## src/hdl/csm_pkg.sv

```systemverilog
package csm_pkg;

	// stream and configuration port widths
	localparam int TDATA_W     = 40;
	localparam int TUSER_W     = 1;
	localparam int CFG_IDX_W   = 3;
	localparam int CFG_DATA_W  = 60;

	// default depth of the queue between front and back
	localparam int QUEUE_DEPTH_DEF = 2;

	// register indexes on the configuration port
	localparam logic [CFG_IDX_W-1:0] REG_MINUTE_MASK  = 3'd0;
	localparam logic [CFG_IDX_W-1:0] REG_HOUR_MASK    = 3'd1;
	localparam logic [CFG_IDX_W-1:0] REG_DAY_MASK     = 3'd2;
	localparam logic [CFG_IDX_W-1:0] REG_MONTH_MASK   = 3'd3;
	localparam logic [CFG_IDX_W-1:0] REG_WEEKDAY_MASK = 3'd4;
	localparam logic [CFG_IDX_W-1:0] REG_SEARCH_LIMIT = 3'd5;

	localparam logic [15:0] LIMIT_RESET = 16'd10000;

	// command codes
	localparam logic CMD_CHECK  = 1'b0;
	localparam logic CMD_SEARCH = 1'b1;

	// calendar limits
	localparam logic [5:0] MINUTE_LAST  = 6'd59;
	localparam logic [4:0] HOUR_LAST    = 5'd23;
	localparam logic [2:0] WEEKDAY_LAST = 3'd6;
	localparam logic [3:0] MONTH_LAST   = 4'd12;
	localparam logic [5:0] MINUTE_SPAN  = 6'd60;
	localparam logic [4:0] HOUR_SPAN    = 5'd24;
	localparam logic [2:0] WEEKDAY_SPAN = 3'd7;

	// reciprocal of 100 scaled by 2^19, exact for 12-bit years
	localparam logic [24:0] RECIP_100 = 25'd5243;

	typedef struct packed {
		logic [11:0] year;
		logic [3:0]  month;
		logic [4:0]  day;
		logic [4:0]  hour;
		logic [5:0]  minute;
		logic [2:0]  weekday;
	} csm_time_t;

	typedef struct packed {
		logic      cmd;
		csm_time_t tm;
		logic      leap_cur;
		logic      leap_nxt;
	} csm_item_t;

	typedef struct packed {
		logic [59:0] minute_mask;
		logic [23:0] hour_mask;
		logic [30:0] day_mask;
		logic [11:0] month_mask;
		logic [6:0]  weekday_mask;
		logic [15:0] search_limit;
	} csm_cfg_t;

	typedef enum logic [1:0] {
		ST_IDLE,
		ST_SEARCH,
		ST_DONE
	} csm_state_t;

	// gregorian leap year; low product bits below the reciprocal mean a multiple of 100
	function automatic logic leap_year(input logic [11:0] y);
		logic [24:0] prod;
		logic        div4;
		logic        div100;
		logic        div400;
		prod   = 25'(y) * RECIP_100;
		div4   = (y[1:0] == 2'b00);
		div100 = (prod[18:0] < RECIP_100[18:0]);
		div400 = div100 && (prod[20:19] == 2'b00);
		return (div4 && !div100) || div400;
	endfunction

	// days in a month: February 28 or 29, April, June, September and November 30, all other month codes count as 31
	function automatic logic [4:0] month_len(input logic leap, input logic [3:0] mo);
		logic [4:0] len;
		unique case (mo)
			4'd2: len = leap ? 5'd29 : 5'd28;
			4'd4, 4'd6, 4'd9, 4'd11: len = 5'd30;
			default: len = 5'd31;
		endcase
		return len;
	endfunction

	// all five fields against their masks
	function automatic logic time_match(input csm_cfg_t cfg, input csm_time_t t);
		logic       ok;
		logic [4:0] d_idx;
		logic [3:0] m_idx;
		d_idx = t.day - 5'd1;
		m_idx = t.month - 4'd1;
		ok = (t.day != 5'd0) && (t.month != 4'd0);
		ok = ok && (t.minute < MINUTE_SPAN) && cfg.minute_mask[t.minute];
		ok = ok && (t.hour < HOUR_SPAN) && cfg.hour_mask[t.hour];
		ok = ok && cfg.day_mask[d_idx];
		ok = ok && (m_idx < 4'(MONTH_LAST)) && cfg.month_mask[m_idx];
		ok = ok && (t.weekday < WEEKDAY_SPAN) && cfg.weekday_mask[t.weekday];
		return ok;
	endfunction

endpackage

```

## src/hdl/csm_front.sv

```systemverilog
module csm_front
	import csm_pkg::*;
(
	input  logic               clk,
	input  logic               arst_n,
	input  logic               s_axis_tvalid,
	output logic               s_axis_tready,
	// year[11:0], month[15:12], day[20:16], hour[25:21], minute[31:26], weekday[34:32]
	input  logic [TDATA_W-1:0] s_axis_tdata,
	// cmd[0]
	input  logic [TUSER_W-1:0] s_axis_tuser,
	output logic               push,
	output csm_item_t          push_item,
	input  logic               full
);

	logic               valid_s1;
	logic [TDATA_W-1:0] data_s1;
	logic               cmd_s1;
	logic [11:0]        year_nxt;

	assign s_axis_tready = !valid_s1 || !full;
	assign push          = valid_s1 && !full;

	// input stage
	always_ff @(posedge clk or negedge arst_n) begin
		if (!arst_n) begin
			valid_s1 <= 1'b0;
		end else if (s_axis_tready) begin
			valid_s1 <= s_axis_tvalid;
		end
	end

	always_ff @(posedge clk) begin
		if (s_axis_tvalid && s_axis_tready) begin
			data_s1 <= s_axis_tdata;
			cmd_s1  <= s_axis_tuser[0];
		end
	end

	// unpack and classify leap years for this year and the next
	assign year_nxt = data_s1[11:0] + 12'd1;

	always_comb begin
		push_item.cmd        = cmd_s1;
		push_item.tm.year    = data_s1[11:0];
		push_item.tm.month   = data_s1[15:12];
		push_item.tm.day     = data_s1[20:16];
		push_item.tm.hour    = data_s1[25:21];
		push_item.tm.minute  = data_s1[31:26];
		push_item.tm.weekday = data_s1[34:32];
		push_item.leap_cur   = leap_year(data_s1[11:0]);
		push_item.leap_nxt   = leap_year(year_nxt);
	end

endmodule

```

## src/hdl/csm_queue.sv

```systemverilog
module csm_queue
	import csm_pkg::*;
#(
	parameter int DEPTH = QUEUE_DEPTH_DEF
) (
	input  logic      clk,
	input  logic      arst_n,
	input  logic      push,
	input  csm_item_t push_item,
	output logic      full,
	input  logic      pop,
	output csm_item_t pop_item,
	output logic      not_empty
);

	localparam int PTR_W = $clog2(DEPTH);
	localparam int CNT_W = $clog2(DEPTH + 1);

	csm_item_t         entry_q [DEPTH];
	logic [PTR_W-1:0]  wr_ptr_q;
	logic [PTR_W-1:0]  rd_ptr_q;
	logic [CNT_W-1:0]  count_q;

	assign full      = (count_q == CNT_W'(DEPTH));
	assign not_empty = (count_q != '0);
	assign pop_item  = entry_q[rd_ptr_q];

	// pointers and fill count
	always_ff @(posedge clk or negedge arst_n) begin
		if (!arst_n) begin
			wr_ptr_q <= '0;
			rd_ptr_q <= '0;
			count_q  <= '0;
		end else begin
			if (push) begin
				wr_ptr_q <= (wr_ptr_q == PTR_W'(DEPTH - 1)) ? '0 : wr_ptr_q + 1'b1;
			end
			if (pop) begin
				rd_ptr_q <= (rd_ptr_q == PTR_W'(DEPTH - 1)) ? '0 : rd_ptr_q + 1'b1;
			end
			if (push && !pop) begin
				count_q <= count_q + 1'b1;
			end else if (pop && !push) begin
				count_q <= count_q - 1'b1;
			end
		end
	end

	// entry storage
	always_ff @(posedge clk) begin
		if (push) begin
			entry_q[wr_ptr_q] <= push_item;
		end
	end

endmodule

```

## src/hdl/csm_back.sv

```systemverilog
module csm_back
	import csm_pkg::*;
(
	input  logic               clk,
	input  logic               arst_n,
	input  csm_cfg_t           cfg,
	input  logic               item_valid,
	input  csm_item_t          item,
	output logic               pop,
	output logic               m_axis_tvalid,
	input  logic               m_axis_tready,
	// out_year[11:0], out_month[15:12], out_day[20:16], out_hour[25:21],
	// out_minute[31:26], out_weekday[34:32]
	output logic [TDATA_W-1:0] m_axis_tdata,
	// match_found[0]
	output logic [TUSER_W-1:0] m_axis_tuser
);

	csm_state_t  state_q;
	csm_state_t  state_d;
	csm_time_t   cur_q;
	csm_time_t   nxt;
	csm_time_t   rpt;
	logic        cmd_q;
	logic        found_q;
	logic        leap_cur_q;
	logic        leap_nxt_q;
	logic        yr_adv_q;
	logic        yr_adv;
	logic        leap;
	logic        hit;
	logic        last;
	logic [15:0] cnt_q;
	logic        out_free;
	logic        load_out;
	logic        out_valid_q;
	logic        out_found_q;
	csm_time_t   out_tm_q;

	// advance the working time by one minute
	always_comb begin
		nxt    = cur_q;
		yr_adv = 1'b0;
		leap   = yr_adv_q ? leap_nxt_q : leap_cur_q;
		if (cur_q.minute >= MINUTE_LAST) begin
			nxt.minute = '0;
			if (cur_q.hour >= HOUR_LAST) begin
				nxt.hour    = '0;
				nxt.weekday = (cur_q.weekday >= WEEKDAY_LAST) ? 3'd0 : cur_q.weekday + 3'd1;
				if (cur_q.day >= month_len(leap, cur_q.month)) begin
					nxt.day = 5'd1;
					if (cur_q.month >= MONTH_LAST) begin
						nxt.month = 4'd1;
						nxt.year  = cur_q.year + 12'd1;
						yr_adv    = 1'b1;
					end else begin
						nxt.month = cur_q.month + 4'd1;
					end
				end else begin
					nxt.day = cur_q.day + 5'd1;
				end
			end else begin
				nxt.hour = cur_q.hour + 5'd1;
			end
		end else begin
			nxt.minute = cur_q.minute + 6'd1;
		end
	end

	assign hit      = time_match(cfg, nxt);
	assign last     = ({1'b0, cnt_q} + 17'd1) >= {1'b0, cfg.search_limit};
	assign out_free = !out_valid_q || m_axis_tready;

	// sequencer state
	always_ff @(posedge clk or negedge arst_n) begin
		if (!arst_n) begin
			state_q <= ST_IDLE;
		end else begin
			state_q <= state_d;
		end
	end

	always_comb begin
		state_d  = state_q;
		pop      = 1'b0;
		load_out = 1'b0;
		unique case (state_q)
			ST_IDLE: begin
				if (item_valid) begin
					pop = 1'b1;
					if (item.cmd == CMD_SEARCH && cfg.search_limit != 16'd0) begin
						state_d = ST_SEARCH;
					end else begin
						state_d = ST_DONE;
					end
				end
			end
			ST_SEARCH: begin
				if (hit || last) begin
					state_d = ST_DONE;
				end
			end
			ST_DONE: begin
				if (out_free) begin
					load_out = 1'b1;
					state_d  = ST_IDLE;
				end
			end
			default: begin
				state_d = ST_IDLE;
			end
		endcase
	end

	// search counter
	always_ff @(posedge clk or negedge arst_n) begin
		if (!arst_n) begin
			cnt_q <= '0;
		end else if (pop) begin
			cnt_q <= '0;
		end else if (state_q == ST_SEARCH) begin
			cnt_q <= cnt_q + 16'd1;
		end
	end

	// working time and match flag
	always_ff @(posedge clk) begin
		if (pop) begin
			cur_q      <= item.tm;
			cmd_q      <= item.cmd;
			leap_cur_q <= item.leap_cur;
			leap_nxt_q <= item.leap_nxt;
			yr_adv_q   <= 1'b0;
			found_q    <= (item.cmd == CMD_CHECK) ? time_match(cfg, item.tm) : 1'b0;
		end else if (state_q == ST_SEARCH) begin
			cur_q    <= nxt;
			yr_adv_q <= yr_adv_q | yr_adv;
			found_q  <= hit;
		end
	end

	// failed search reports a zero time
	assign rpt = (cmd_q == CMD_SEARCH && !found_q) ? '0 : cur_q;

	// output register
	always_ff @(posedge clk or negedge arst_n) begin
		if (!arst_n) begin
			out_valid_q <= 1'b0;
		end else if (load_out) begin
			out_valid_q <= 1'b1;
		end else if (m_axis_tready) begin
			out_valid_q <= 1'b0;
		end
	end

	always_ff @(posedge clk) begin
		if (load_out) begin
			out_tm_q    <= rpt;
			out_found_q <= found_q;
		end
	end

	assign m_axis_tvalid = out_valid_q;
	assign m_axis_tuser  = out_found_q;
	assign m_axis_tdata  = {5'd0, out_tm_q.weekday, out_tm_q.minute, out_tm_q.hour,
		out_tm_q.day, out_tm_q.month, out_tm_q.year};

endmodule

```

## src/hdl/cron_schedule_matcher.sv

```systemverilog
// Cron schedule matcher.
// Software writes one allowed-value mask per cron field (minute, hour, day
// of month, month, weekday) and a search limit over the cfg_we/cfg_index/
// cfg_wdata port while the block is idle. Each input transaction on s_axis
// carries a UTC time in tdata and the command in tuser: check tests the time
// against the masks, search steps forward from the next minute and reports
// the first matching time, or match_found low with a zero time.
// One result transaction per input leaves on m_axis, match_found in tuser.
// Path: an input transaction passes the front input register, a queue entry,
// the back end's working registers and the output register before
// m_axis_tvalid rises. The back end takes one queued item at a time, only
// when idle, and while searching tests one minute per cycle; a search tests
// at most search_limit minutes and stops at the first match.
// Reset clears the queue and the sequencer, zeroes the masks and sets the
// search limit to 10000. When m_axis stalls the result waits in the output
// register, the back end holds its next result, and the queue keeps taking
// input until it fills.
module cron_schedule_matcher
	import csm_pkg::*;
#(
	parameter int QUEUE_DEPTH = QUEUE_DEPTH_DEF
) (
	input  logic                  clk,
	input  logic                  arst_n,
	input  logic                  cfg_we,
	input  logic [CFG_IDX_W-1:0]  cfg_index,
	input  logic [CFG_DATA_W-1:0] cfg_wdata,
	input  logic                  s_axis_tvalid,
	output logic                  s_axis_tready,
	// year[11:0], month[15:12], day[20:16], hour[25:21], minute[31:26], weekday[34:32]
	input  logic [TDATA_W-1:0]    s_axis_tdata,
	// cmd[0]
	input  logic [TUSER_W-1:0]    s_axis_tuser,
	output logic                  m_axis_tvalid,
	input  logic                  m_axis_tready,
	// out_year[11:0], out_month[15:12], out_day[20:16], out_hour[25:21],
	// out_minute[31:26], out_weekday[34:32]
	output logic [TDATA_W-1:0]    m_axis_tdata,
	// match_found[0]
	output logic [TUSER_W-1:0]    m_axis_tuser
);

	csm_cfg_t  cfg_q;
	logic      push;
	csm_item_t push_item;
	logic      full;
	logic      pop;
	csm_item_t pop_item;
	logic      not_empty;

	// configuration registers
	always_ff @(posedge clk or negedge arst_n) begin
		if (!arst_n) begin
			cfg_q.minute_mask  <= '0;
			cfg_q.hour_mask    <= '0;
			cfg_q.day_mask     <= '0;
			cfg_q.month_mask   <= '0;
			cfg_q.weekday_mask <= '0;
			cfg_q.search_limit <= LIMIT_RESET;
		end else if (cfg_we) begin
			unique case (cfg_index)
				REG_MINUTE_MASK:  cfg_q.minute_mask  <= cfg_wdata[59:0];
				REG_HOUR_MASK:    cfg_q.hour_mask    <= cfg_wdata[23:0];
				REG_DAY_MASK:     cfg_q.day_mask     <= cfg_wdata[30:0];
				REG_MONTH_MASK:   cfg_q.month_mask   <= cfg_wdata[11:0];
				REG_WEEKDAY_MASK: cfg_q.weekday_mask <= cfg_wdata[6:0];
				REG_SEARCH_LIMIT: cfg_q.search_limit <= cfg_wdata[15:0];
				default: ;
			endcase
		end
	end

	csm_front u_front (
		.clk           (clk),
		.arst_n        (arst_n),
		.s_axis_tvalid (s_axis_tvalid),
		.s_axis_tready (s_axis_tready),
		.s_axis_tdata  (s_axis_tdata),
		.s_axis_tuser  (s_axis_tuser),
		.push          (push),
		.push_item     (push_item),
		.full          (full)
	);

	csm_queue #(
		.DEPTH (QUEUE_DEPTH)
	) u_queue (
		.clk       (clk),
		.arst_n    (arst_n),
		.push      (push),
		.push_item (push_item),
		.full      (full),
		.pop       (pop),
		.pop_item  (pop_item),
		.not_empty (not_empty)
	);

	csm_back u_back (
		.clk           (clk),
		.arst_n        (arst_n),
		.cfg           (cfg_q),
		.item_valid    (not_empty),
		.item          (pop_item),
		.pop           (pop),
		.m_axis_tvalid (m_axis_tvalid),
		.m_axis_tready (m_axis_tready),
		.m_axis_tdata  (m_axis_tdata),
		.m_axis_tuser  (m_axis_tuser)
	);

endmodule
```

## config.mk

```make
export PLATFORM = sky130hd
export DESIGN_NAME = cron_schedule_matcher
export DESIGN_NICKNAME = d
export VERILOG_FILES = /design/src/hdl/csm_pkg.sv /design/src/hdl/csm_front.sv /design/src/hdl/csm_queue.sv /design/src/hdl/csm_back.sv /design/src/hdl/cron_schedule_matcher.sv
export SDC_FILE = /design/constraint.sdc
export NUM_CORES = 1
export LEC_CHECK = 0
export ABC_CLOCK_PERIOD_IN_PS = 10100
export BUFFER_PORTS_ARGS = -buffer_cell sky130_fd_sc_hd__buf_2
export CAP_MARGIN = 5
export CORE_UTILIZATION = 33
export CTS_CLUSTER_DIAMETER = 30
export CTS_CLUSTER_SIZE = 12
export DETAILED_ROUTE_END_ITERATION = 8
export GPL_TIMING_DRIVEN = 0
export PLACE_DENSITY = 0.56
export SLEW_MARGIN = 10
export SYNTH_ARGS = -nofsm -noshare
export SYNTH_HDL_FRONTEND = slang
export SYNTH_SLANG_ARGS = --single-unit
```

## constraint.sdc

```tcl
create_clock -name clk -period 10.1 [get_ports clk]
set_clock_uncertainty 0.2 [all_clocks]
set_input_delay 2.02 -clock clk [delete_from_list [all_inputs] [get_ports clk]]
set_output_delay 2.02 -clock clk [all_outputs]
set_load 0.03 [all_outputs]
```

# ---- Word level (Yosys, flattened, before mapping)
# Memories as Yosys holds them, arrays and structs flattened.
# Cells that the tools add are included.
# W data, S select, Z words.
dict set report classes {
  add_sub_neg 17
  mul 2
  magnitude_cmp 26
  n_eq_ne 16
  n_mux 64
  n_bitwise 1
  reduce_logical 71
}
# op n
set op_table {}
lappend op_table {{$mux W35} 2}
lappend op_table {{$mux W16} 3}
lappend op_table {{$mul A12 B13 Y21 const B} 2}
lappend op_table {{$lt A19 B13 Y1 const B} 2}
lappend op_table {{$logic_and A1 B1 Y1} 30}
lappend op_table {{$mux W1} 29}
lappend op_table {{$mux W26} 1}
lappend op_table {{$add A12 B1 Y12 const B} 2}
lappend op_table {{$lt A5 B6 Y1 const B} 4}
lappend op_table {{$mux W21} 1}
lappend op_table {{$bmux W1 S5} 4}
lappend op_table {{$mux W5} 4}
lappend op_table {{$add A16 B1 Y17 const B} 1}
lappend op_table {{$ge A17 B16 Y1} 1}
lappend op_table {{$add A16 B1 Y16 const B} 1}
lappend op_table {{$reduce_bool A16 Y1} 1}
lappend op_table {{$reduce_bool A2 Y1} 8}
lappend op_table {{$lt A6 B7 Y1 const B} 2}
lappend op_table {{$bmux W1 S6} 2}
lappend op_table {{$lt A6 B6 Y1 const B} 2}
lappend op_table {{$mux W12} 1}
lappend op_table {{$mux W2} 6}
lappend op_table {{$reduce_and A2 Y1} 6}
lappend op_table {{$add A5 B1 Y5 const B} 2}
lappend op_table {{other kinds (45)} 80}
dict set report totals {
  ff_bits 286
  ram_bits 76
  in_bits 109
  out_inout_bits 43
  wordCells 231
  mem_count 1
}
# memory words width read_ports rd_ports_with_merged_regs write_ports line_no
set memory_table {}
lappend memory_table {u_queue.entry_q 2 38 1 0 1 csm_queue.sv:19} ;# csm_item_t entry_q [DEPTH];

# ---- Logic depth before layout (Yosys ltp)
# Gate-level depths: netlist of run 1.
dict set report depth {
  depth_word 23
  ltp_mapped 26
  mapped_depth_nobuf 25
}

# ---- Hierarchy
# A second synthesis of run 1 with hierarchy kept.
dict set report hier_totals {
  hier_cells 2093
  hier_area_um2 24403.4
}
# mod n_inst cells_each area_per_inst_um2 seq_area_each_um2
set by_module_without_submodules {}
lappend by_module_without_submodules {csm_back 1 966 8939.8 2747.6}
lappend by_module_without_submodules {csm_front 1 672 6782.8 1106.1}
lappend by_module_without_submodules {cron_schedule_matcher 1 321 5703.0 3759.9}
lappend by_module_without_submodules {csm_queue 1 134 2977.9 2382.3}

# ---- Worst setup path before layout of run 1
# No wires, ideal clock.
dict set report synth_timing {
  kind {register -> register}
  start {reg u_front.data_s1[2]}
  end {mem u_queue.entry_q[0][0] (netlist name), data pin}
  arrival_time_ps 6213
  slack_ps 3424
  stages_incl_launch_ff 23
  n_path_buf 0
  period_less_slack_ps 6676
  cell_sequence {edfxtp_1 -> ha_1 -> nand3_1 -> xnor2_1 -> fa_1 -> inv_1 -> fa_1 -> inv_1 -> ha_1 -> fa_1 -> inv_1 -> fa_1 -> inv_1 -> ha_1 -> or2_2 -> a21o_1 -> o41a_1 -> a41oi_1 -> a21oi_1 -> a21o_1 -> a211o_1 -> a211oi_1 -> mux2_2}
}
# item line_no
set synth_rtl {}
lappend synth_rtl {{start, declared} csm_front.sv:18} ;# logic [TDATA_W-1:0] data_s1;
lappend synth_rtl {{start signal, assigned} csm_front.sv:36} ;# data_s1 <= s_axis_tdata;
lappend synth_rtl {{end, declared} csm_queue.sv:19}

==> flow_summary_export.csv, run 1 <==
group,metric,value,unit
global_route,grt_overflow,0,
layout,layout_common_cells,"inv_1 (208), edfxtp_1 (187), ha_1 (172), dfrtp_1 (169), mux2_2 (167)",
worst_setup_path,start_kind,"flip-flop",
logic_synthesis,synth_top_family_by_area,"adder cells",
logic_synthesis,yosys.area.top_type,"edfxtp_1",
cts,htreeDepth,3,
logic_synthesis,synthMuxAreaShare,0.154,
outcome,outcome,"finished, final reports clean",
logic_synthesis,async_flop_share,0.481,
floorplanning,die_width,270,um
logic_synthesis,synthFlopType,"edfxtp_1",
floorplanning,fp.dieH,270,um
drt,drc_errors,0,
cts,cts_buffers,71,
timing,slew_headroom,0.187,
worst_setup_path,cp.required,10.23,ns
drt,first_pass_iters,5,
job,max-cap-violations,0,
global_route,grt_max_degree,94,
logic_synthesis,yosys_register_bits,362,
global_route,antenna_found_initial,5,
place,pre_cts_ws,2.36,ns
worst_setup_path,reg2reg_setup_slack,2.38,ns
floorplanning,dieArea,72800,sq um
timing,min_period,7.72,ns
layout,final_common_cell,"inv_1",
layout,drive_above_1_share,0.229,
drt,drtIter0Drc,1121,
logic_synthesis,syn_area_per_cell,11.6,sq um
worst_setup_path,worstPathMaxFanout,11,
cts,clkTransAtPathRegs,0.05,ns
logic_synthesis,synth_top_area_share,0.237,
worst_setup_path,worstSetupPathType,"flip-flop to flip-flop",
drt,wire_per_inst,19.3,um
worst_setup_path,r2r-start,"u_front.data_s1[2]",
cts,cts_sinks,362,
place,port_buffers,140,
timing,fmax,129,MHz
worst_setup_path,crit_end,"u_queue.entry_q[1][0]",
logic_synthesis,synth.distinct_cells,81,
logic_synthesis,synth_fa_ha_area_frac,0.165,
worst_setup_path,r2r_end,"u_queue.entry_q[1][0]",
logic_synthesis,yosys_warnings,0,
timing,hold_viol,0,
worst_setup_path,crit_arrival,7.85,ns
drt,vias,16673,
cts,cts_hold_buffers,0,
logic_synthesis,synth_compound_area_frac,0.0875,
global_route,grt_pass1_vias,17262,
logic_synthesis,ys_seq_area_frac,0.422,
timing,whs,0.239,ns
cts,cts_buffer_depth,3,
timing,rsz0062_at_grt,"false",
cts,cts_resized,0,
cts,cts_tree,"done",
logic_synthesis,synth_cells,2032,
layout,nets,2625,
place,dpl.hpwl,48700,um
timing,drv_slew,0,
timing,tns,0,ns
global_route,gr-usage-all-layers,0.174,
timing,final-setup-viol-count,0,
cts,post_cts_buffers,0,
global_route,grt_pass1_wl,98600,um
logic_synthesis,netlist_area,23700,sq um
timing,setup_ws,2.38,ns
worst_setup_path,worstSetupEndpointType,"flip-flop",
logic_synthesis,synth_xor_area_frac,0.0318,
worst_setup_path,ff2ff_path_depth,22,
logic_synthesis,synth-simple-area-share,0.0910,
floorplanning,ioPinCount,152,
hold_path,hold_path.class,"flip-flop to flip-flop",
layout,area_growth_syn_to_layout,19.5,%
floorplanning,coreArea,70500,sq um
place,gp_congestion,0.894,
floorplanning,initial_core_util,0.336,
layout,final_util,0.401,
drt,routed_wirelength,62900,um
timing,fin_crit_sh,0.765,
drt,detail-route-antenna-nets,0,
drt,viasPerCell,5.12,
timing,worst_slew_pin_slew,1.19,ns
cts,worstSkewPairLatency,0.61,ns
layout,fill_cells,6686,
cts,cts_root_buffer,"clkbuf_16",
logic_synthesis,ys_top_cells_by_area,"edfxtp_1 (24%), dfrtp_1 (18%), ha_1 (9.1%)",
logic_synthesis,synth_enable_flop_cells,187,
worst_setup_path,startpoint,"u_front.data_s1[2]",
floorplanning,placementRows,97,
-- cell families after synthesis --
family / after synthesis
xor gates and xnor gates: 86
muxes: 304
buffers and inverters: 287
adders and majority gates: 260
AOI/OAI and AO/OA: 310
and+or+nand+nor: 422
DFF: 362
other: 1
-- worst max-delay path, cell delays in order (launching register included) --
cell	delay, ns
edfxtp_1	0.72
ha_1	0.39
nand3_1	0.17
xnor2_1	0.67
fa_1	0.57
inv_1	0.10
fa_1	0.41
inv_1	0.07
ha_1	0.24
fa_1	0.54
inv_1	0.06
fa_1	0.53
inv_1	0.05
ha_1	0.33
or2_2	0.30
a21o_1	0.18
o41a_1	0.15
a41oi_1	0.39
a21oi_1	0.18
a21o_1	0.21
a211o_1	0.28
a211oi_1	0.30
mux2_2	0.41
-- synth_stat cells (all sizes together), types with 18 or more instances --
master,count
a211oi,33
a21oi,59
and2,40
and3,28
buf,30
clkbuf,48
dfrtp,169
edfxtp,187
fa,88
ha,172
inv,209
mux2,167
mux2i,107
mux4,30
nand2,112
nand3,62
nor2,73
nor2b,18
nor3,24
o21ai,83
xnor2,55
xor2,31
-- per-stage QoR --
stage                     cell area [sq um]  cells
after floorplan                       23700   2036
after global placement                25600   3116
after detailed placement              25700   3123
after CTS                             28300   3255
after global routing                  28300   3255
final                                 28300   3256
-- how the worst min path moves through the flow --
stage                                         to  slack, ns  cells past startpoint                start
after floorplan              u_back.m_axis_tuser       0.22                      0       u_back.found_q
after global placement     u_queue.entry_q[0][2]       0.23                      0  u_front.data_s1[32]
after detailed placement   u_queue.entry_q[1][4]       0.23                      0  u_front.data_s1[34]
after CTS                  u_queue.entry_q[1][4]       0.24                      0  u_front.data_s1[34]
after global routing      u_queue.entry_q[1][20]       0.24                      0  u_front.data_s1[20]
final                     u_queue.entry_q[1][20]       0.24                      0  u_front.data_s1[20]
-- sequential cells by signal, indices dropped and copies added (netlist names) --
name	count
cfg_q	150
u_back.m_axis_tvalid	1
u_back.cmd_q	1
u_back.m_axis_tdata	35
u_queue.rd_ptr_q	1
u_front.cmd_s1	1
u_queue.wr_ptr_q	1
u_back.leap_nxt_q	1
u_front.valid_s1	1
u_back.state_q	2
u_queue.count_q	2
u_front.data_s1	35
u_back.cur_q	35
u_back.found_q	1
u_back.m_axis_tuser	1
u_back.leap_cur_q	1
u_back.cnt_q	16
u_back.yr_adv_q	1
u_queue.entry_q	76
-- layout make-up --
cell class	instances	area (sq um)	area share
multi-input cells	1387	12600	0.445
repair buffers	147	838	0.0296
diodes	1	2.50	0.0000885
plain buffers	78	355	0.0126
clock inverters	52	647	0.0229
flip-flops and latches	362	10000	0.353
inverters	209	785	0.0277
clock buffers	80	1900	0.0673
well taps	940	1180	0.0416
-- per-layer routing --
metal / up-vias / share of wire / global-route usage
li1: 7791 / - / -
met1: 8316 / 0.45 / 0.231
met2: 468 / 0.48 / 0.285
met3: 94 / 0.053 / 0.0297
met4: 4 / 0.023 / 0.0601
met5: - / 0.00049 / 0
Power of run 1 is left out: the tool's default activity adds up to more than one toggle a clock period on the data nets, which glitch-free logic cannot reach.
==> run 2, diff against run 1 <==
- ABC_CLOCK_PERIOD_IN_PS: 10100 -> 7900
- clock period: 10.1 -> 7.9 ns (I/O delays scaled with it)
==> flow_summary_export.csv, run 2 (same netlist as run 1, synthesis figures left out) <==
group,metric,value,unit
outcome,outcome,"finished, final reports clean",
timing,min_period,7.55,ns
layout,fill_cells,6683,
cts,cts_sinks,362,
drt,viasPerCell,5.13,
layout,layout_common_cells,"inv_1 (208), edfxtp_1 (187), ha_1 (172), dfrtp_1 (169), mux2_2 (167)",
hold_path,hold_path_depth,0,
place,gp_congestion,0.894,
drt,first_pass_iters,5,
cts,cts_hold_buffers,0,
layout,largest_reg_flops,150,
floorplanning,dieArea,72800,sq um
global_route,grt_pass1_vias,17262,
place,pre_cts_ws,0.155,ns
floorplanning,die_width,270,um
timing,slew_headroom,0.208,
timing,hold_viol,0,
place,placedCellCount,3123,
cts,worstSkewPairLatency,0.61,ns
layout,ff_latch_area,10000,sq um
worst_setup_path,worstSetupPathType,"flip-flop to flip-flop",
worst_setup_path,worstPathMaxFanout,10,
floorplanning,initial_core_util,0.336,
global_route,gr-usage-all-layers,0.174,
layout,nets,2633,
timing,setup_ws,0.352,ns
timing,fin_crit_sh,0.955,
worst_setup_path,worstSetupEndpointType,"flip-flop",
timing,final-setup-viol-count,0,
hold_path,min_from,"u_front.data_s1[34]",
job,max-cap-violations,0,
hold_path,min_to,"u_queue.entry_q[1][4]",
cts,clkTransAtPathRegs,0.05,ns
cts,cts_tree,"done",
timing,fmax,132,MHz
layout,reg_top3,"cfg_q x150, u_queue.entry_q x76",
timing,tns,0,ns
drt,drtIter0Drc,1063,
cts,cts_root_buffer,"clkbuf_16",
drt,wire_per_inst,19.3,um
layout,final_common_cell,"inv_1",
timing,drv_slew,0,
layout,area_growth_syn_to_layout,19.9,%
place,port_buffers,140,
layout,fin_cells,3264,
layout,largest-register,"cfg_q",
layout,multi_input_comb_area,12600,sq um
floorplanning,placementRows,97,
floorplanning,ioPinCount,152,
worst_setup_path,cp.required,8.02,ns
floorplanning,coreArea,70500,sq um
global_route,antenna_found_initial,5,
hold_path,hold_path.class,"flip-flop to flip-flop",
cts,cts_buffer_depth,3,
drt,drc_errors,0,
worst_setup_path,crit_arrival,7.67,ns
place,dpl.hpwl,48700,um
timing,rsz0062_at_grt,"false",
global_route,grt_overflow,0,
worst_setup_path,r2r_end,"u_queue.entry_q[1][0]",
drt,routed_wirelength,63100,um
cts,htreeDepth,3,
drt,detail-route-antenna-nets,0,
floorplanning,fp.dieH,270,um
cts,cts_buffers,71,
worst_setup_path,reg2reg_setup_slack,0.35,ns
layout,drive_above_1_share,0.234,
global_route,grt_pass1_wl,98600,um
layout,final_util,0.403,
global_route,grt_max_degree,94,
worst_setup_path,r2r-start,"u_front.data_s1[3]",
drt,vias,16750,
worst_setup_path,start_kind,"flip-flop",
timing,worst_slew_pin_slew,1.16,ns
worst_setup_path,ff2ff_path_depth,25,
==> run 2: changes by cell type in the layout (fill, tap and decap cells not counted), sizes merged <==
cell and delta:
buf +8
==> run 2: repair_timing <==
action	in CTS	in global routing
setup endpoints to repair	0	2
setup buffers	0	8
resized for setup	0	7
==> run 2: worst max-delay path, cell delays in order (launching register included) <==
cell	delay (ns)
edfxtp_1	0.71
ha_1	0.33
nand3_1	0.18
nor2_1	0.30
nand3_1	0.13
xor2_1	0.35
inv_1	0.12
ha_1	0.30
inv_1	0.05
fa_1	0.48
fa_1	0.52
inv_1	0.06
fa_1	0.54
inv_1	0.06
fa_1	0.53
inv_1	0.04
ha_1	0.27
clkbuf_1	0.18
nand3_1	0.12
nand2_1	0.05
a41oi_1	0.32
a21oi_1	0.18
a21o_1	0.21
a211o_1	0.28
a211oi_1	0.32
mux2_2	0.42
==> run 2: metrics by stage <==
| stage | hold WS, ns | cell area (sq um) |
|---|---|---|
| global placement | 0.227 | 25600 |
| global route | 0.243 | 28400 |
| CTS | 0.238 | 28300 |
| floorplan | 0.217 | 23700 |
| detailed placement | 0.231 | 25700 |
| finish | 0.237 | 28400 |
==> run 2: worst max path at each step <==
stage,from,end,slack (ns)
2_1_floorplan,u_front.data_s1[2],u_queue.entry_q[0][0],1.22
3_3_place_gp,u_front.data_s1[2],u_queue.entry_q[1][0],0.19
3_5_place_dp,u_front.data_s1[1],u_queue.entry_q[0][0],0.16
4_1_cts,u_front.data_s1[2],u_queue.entry_q[1][0],0.11
5_1_grt,u_front.data_s1[3],u_queue.entry_q[1][0],0.008
6_report,u_front.data_s1[3],u_queue.entry_q[1][0],0.35
==> run 2: metal layers <==
metal	track usage	wire [um]
met1	0.231	28000
met3	0.0297	3370
met2	0.285	30200
met5	0	31
met4	0.0601	1430
==> run 2: cell type report <==
type,count,share of cell area
inverters,209,0.0276
repair buffers,155,0.0317
clock buffers,80,0.0671
clock inverters,52,0.0228
flip-flops and latches,362,0.352
diodes,1,0.0000882
well taps,940,0.0414
plain buffers,78,0.0126
multi-input cells,1387,0.445
Power of run 2 is left out for the same reason.
==> run 3, diff against run 2 <==
--- a/config.mk
+++ b/config.mk
@@ -8,5 +8,5 @@
 export ABC_CLOCK_PERIOD_IN_PS = 7900
 export BUFFER_PORTS_ARGS = -buffer_cell sky130_fd_sc_hd__buf_2
-export CAP_MARGIN = 5
+export CAP_MARGIN = 30
 export CORE_UTILIZATION = 33
 export CTS_CLUSTER_DIAMETER = 30
==> constraint.sdc (replaced) <==
create_clock -name clk -period 7.9 [get_ports clk]
set_clock_uncertainty 0.2 [all_clocks]
set_input_delay 1.185 -clock clk [delete_from_list [all_inputs] [get_ports clk]]
set_output_delay 1.185 -clock clk [all_outputs]
set_load 0.03 [all_outputs]
==> flow_summary_export.csv, run 3 (same netlist as run 1, synthesis figures left out) <==
group,metric,value,unit
timing,hold_viol,0,
cts,cts_sinks,362,
floorplanning,ioPinCount,152,
layout,diodes,0,
drt,first_pass_iters,5,
cts,cts_tree,"done",
timing,min_period,7.47,ns
hold_path,min_from,"u_front.data_s1[34]",
layout,largest-register,"cfg_q",
layout,largest_reg_flops,150,
worst_setup_path,r2r-start,"u_front.data_s1[0]",
cts,cts_root_buffer,"clkbuf_16",
global_route,grt_pass1_wl,97900,um
layout,fin_cells,3271,
layout,nets,2644,
floorplanning,die_width,270,um
place,dpl.hpwl,48700,um
cts,clkTransAtPathRegs,0.05,ns
layout,reg_top3,"cfg_q x150, u_queue.entry_q x76",
job,max-cap-violations,0,
timing,worst_slew_pin_slew,0.919,ns
worst_setup_path,cp.required,8.02,ns
timing,rsz0062_at_grt,"false",
place,placedCellCount,3126,
cts,cts_buffers,70,
drt,drtIter0Drc,1023,
floorplanning,coreArea,70500,sq um
cts,cts_hold_buffers,0,
global_route,antenna_found_initial,6,
global_route,grt_max_degree,94,
drt,routed_wirelength,62800,um
worst_setup_path,startpoint,"u_front.data_s1[0]",
timing,fmax,134,MHz
place,port_buffers,140,
layout,drive_above_1_share,0.238,
timing,slew_headroom,0.376,
drt,vias,16787,
drt,viasPerCell,5.13,
floorplanning,dieArea,72800,sq um
drt,wire_per_inst,19.2,um
timing,final-setup-viol-count,0,
global_route,grt_pass1_vias,17048,
worst_setup_path,worstPathMaxFanout,7,
timing,drv_slew,0,
drt,detail-route-antenna-nets,0,
worst_setup_path,crit_arrival,7.59,ns
hold_path,hold_path.class,"flip-flop to flip-flop",
layout,area_growth_syn_to_layout,19.9,%
cts,cts_buffer_depth,3,
worst_setup_path,reg2reg_setup_slack,0.43,ns
worst_setup_path,worstSetupEndpointType,"flip-flop",
layout,layout_common_cells,"inv_1 (208), edfxtp_1 (187), ha_1 (172), dfrtp_1 (169), mux2_2 (167)",
place,gp_congestion,0.894,
outcome,outcome,"finished, final reports clean",
floorplanning,initial_core_util,0.336,
floorplanning,placementRows,97,
drt,drc_errors,0,
global_route,gr-usage-all-layers,0.172,
worst_setup_path,worstSetupPathType,"flip-flop to flip-flop",
worst_setup_path,start_kind,"flip-flop",
cts,htreeDepth,3,
layout,final_common_cell,"inv_1",
cts,worstSkewPairLatency,0.60,ns
timing,tns,0,ns
layout,fill_cells,6747,
floorplanning,fp.dieH,270,um
global_route,grt_overflow,0,
timing,fin_crit_sh,0.945,
==> run 3: final timing paths <==
kind                                         end  cells after the start
max in group asynchronous             cfg_q[106]                      2
max                        u_queue.entry_q[1][0]                     25
max reg2reg                u_queue.entry_q[1][0]                     25
min reg2reg                u_queue.entry_q[0][4]                      0
min                        u_queue.entry_q[0][4]                      0
min in group asynchronous       u_back.cnt_q[12]                      1
==> run 3: routing by layer <==
layer | global-route usage | routed length, um | vias up | part of all wire
met3 | 0.0248 | 3280 | 108 | 0.052
li1 | - | - | 7837 | -
met4 | 0.0607 | 1590 | 2 | 0.025
met5 | 0 | 14 | - | 0.00022
met2 | 0.281 | 29800 | 484 | 0.47
met1 | 0.232 | 28200 | 8356 | 0.45
==> run 3: metrics by stage <==
step            util  instance area (sq um)  setup slack (ns)  hold slack (ns)
2_1_floorplan      -                  23700              1.22            0.217
3_3_place_gp   0.362                  25600             0.194            0.227
3_5_place_dp   0.365                  25800             0.148            0.231
4_1_cts        0.400                  28200            0.0912            0.235
5_1_grt        0.403                  28400            0.0164            0.254
6_report       0.403                  28400             0.431            0.234
==> run 3: timing repair <==
action,CTS,global route
endpoints found under the setup margin,0,2
setup buffers,0,14
resized for setup,0,7
==> run 3: worst max-delay path, cell delays in order, from the launching register on <==
cell      delay, ns
edfxtp_1       0.62
ha_1           0.44
nand4_1        0.22
inv_1          0.11
nand2_1        0.11
xnor2_1        0.33
inv_1          0.15
ha_1           0.25
inv_1          0.10
fa_1           0.40
inv_1          0.07
ha_1           0.24
fa_1           0.54
inv_1          0.06
fa_1           0.53
inv_1          0.04
ha_1           0.33
or2_2          0.30
a21o_1         0.18
o41a_1         0.15
a41oi_1        0.40
a21oi_1        0.18
a21o_1         0.21
a211o_1        0.28
a211oi_1       0.34
mux2_2         0.41
==> run 3: cell type report <==
type | count | area (sq um) | share of cell area
multi-input cells | 1387 | 12600 | 0.445
inverters | 209 | 785 | 0.0276
clock inverters | 53 | 637 | 0.0224
clock buffers | 75 | 1820 | 0.0642
plain buffers | 78 | 357 | 0.0126
flip-flops and latches | 362 | 10000 | 0.352
repair buffers | 167 | 992 | 0.0350
well taps | 940 | 1180 | 0.0414
Power of run 3 is left out for the same reason.
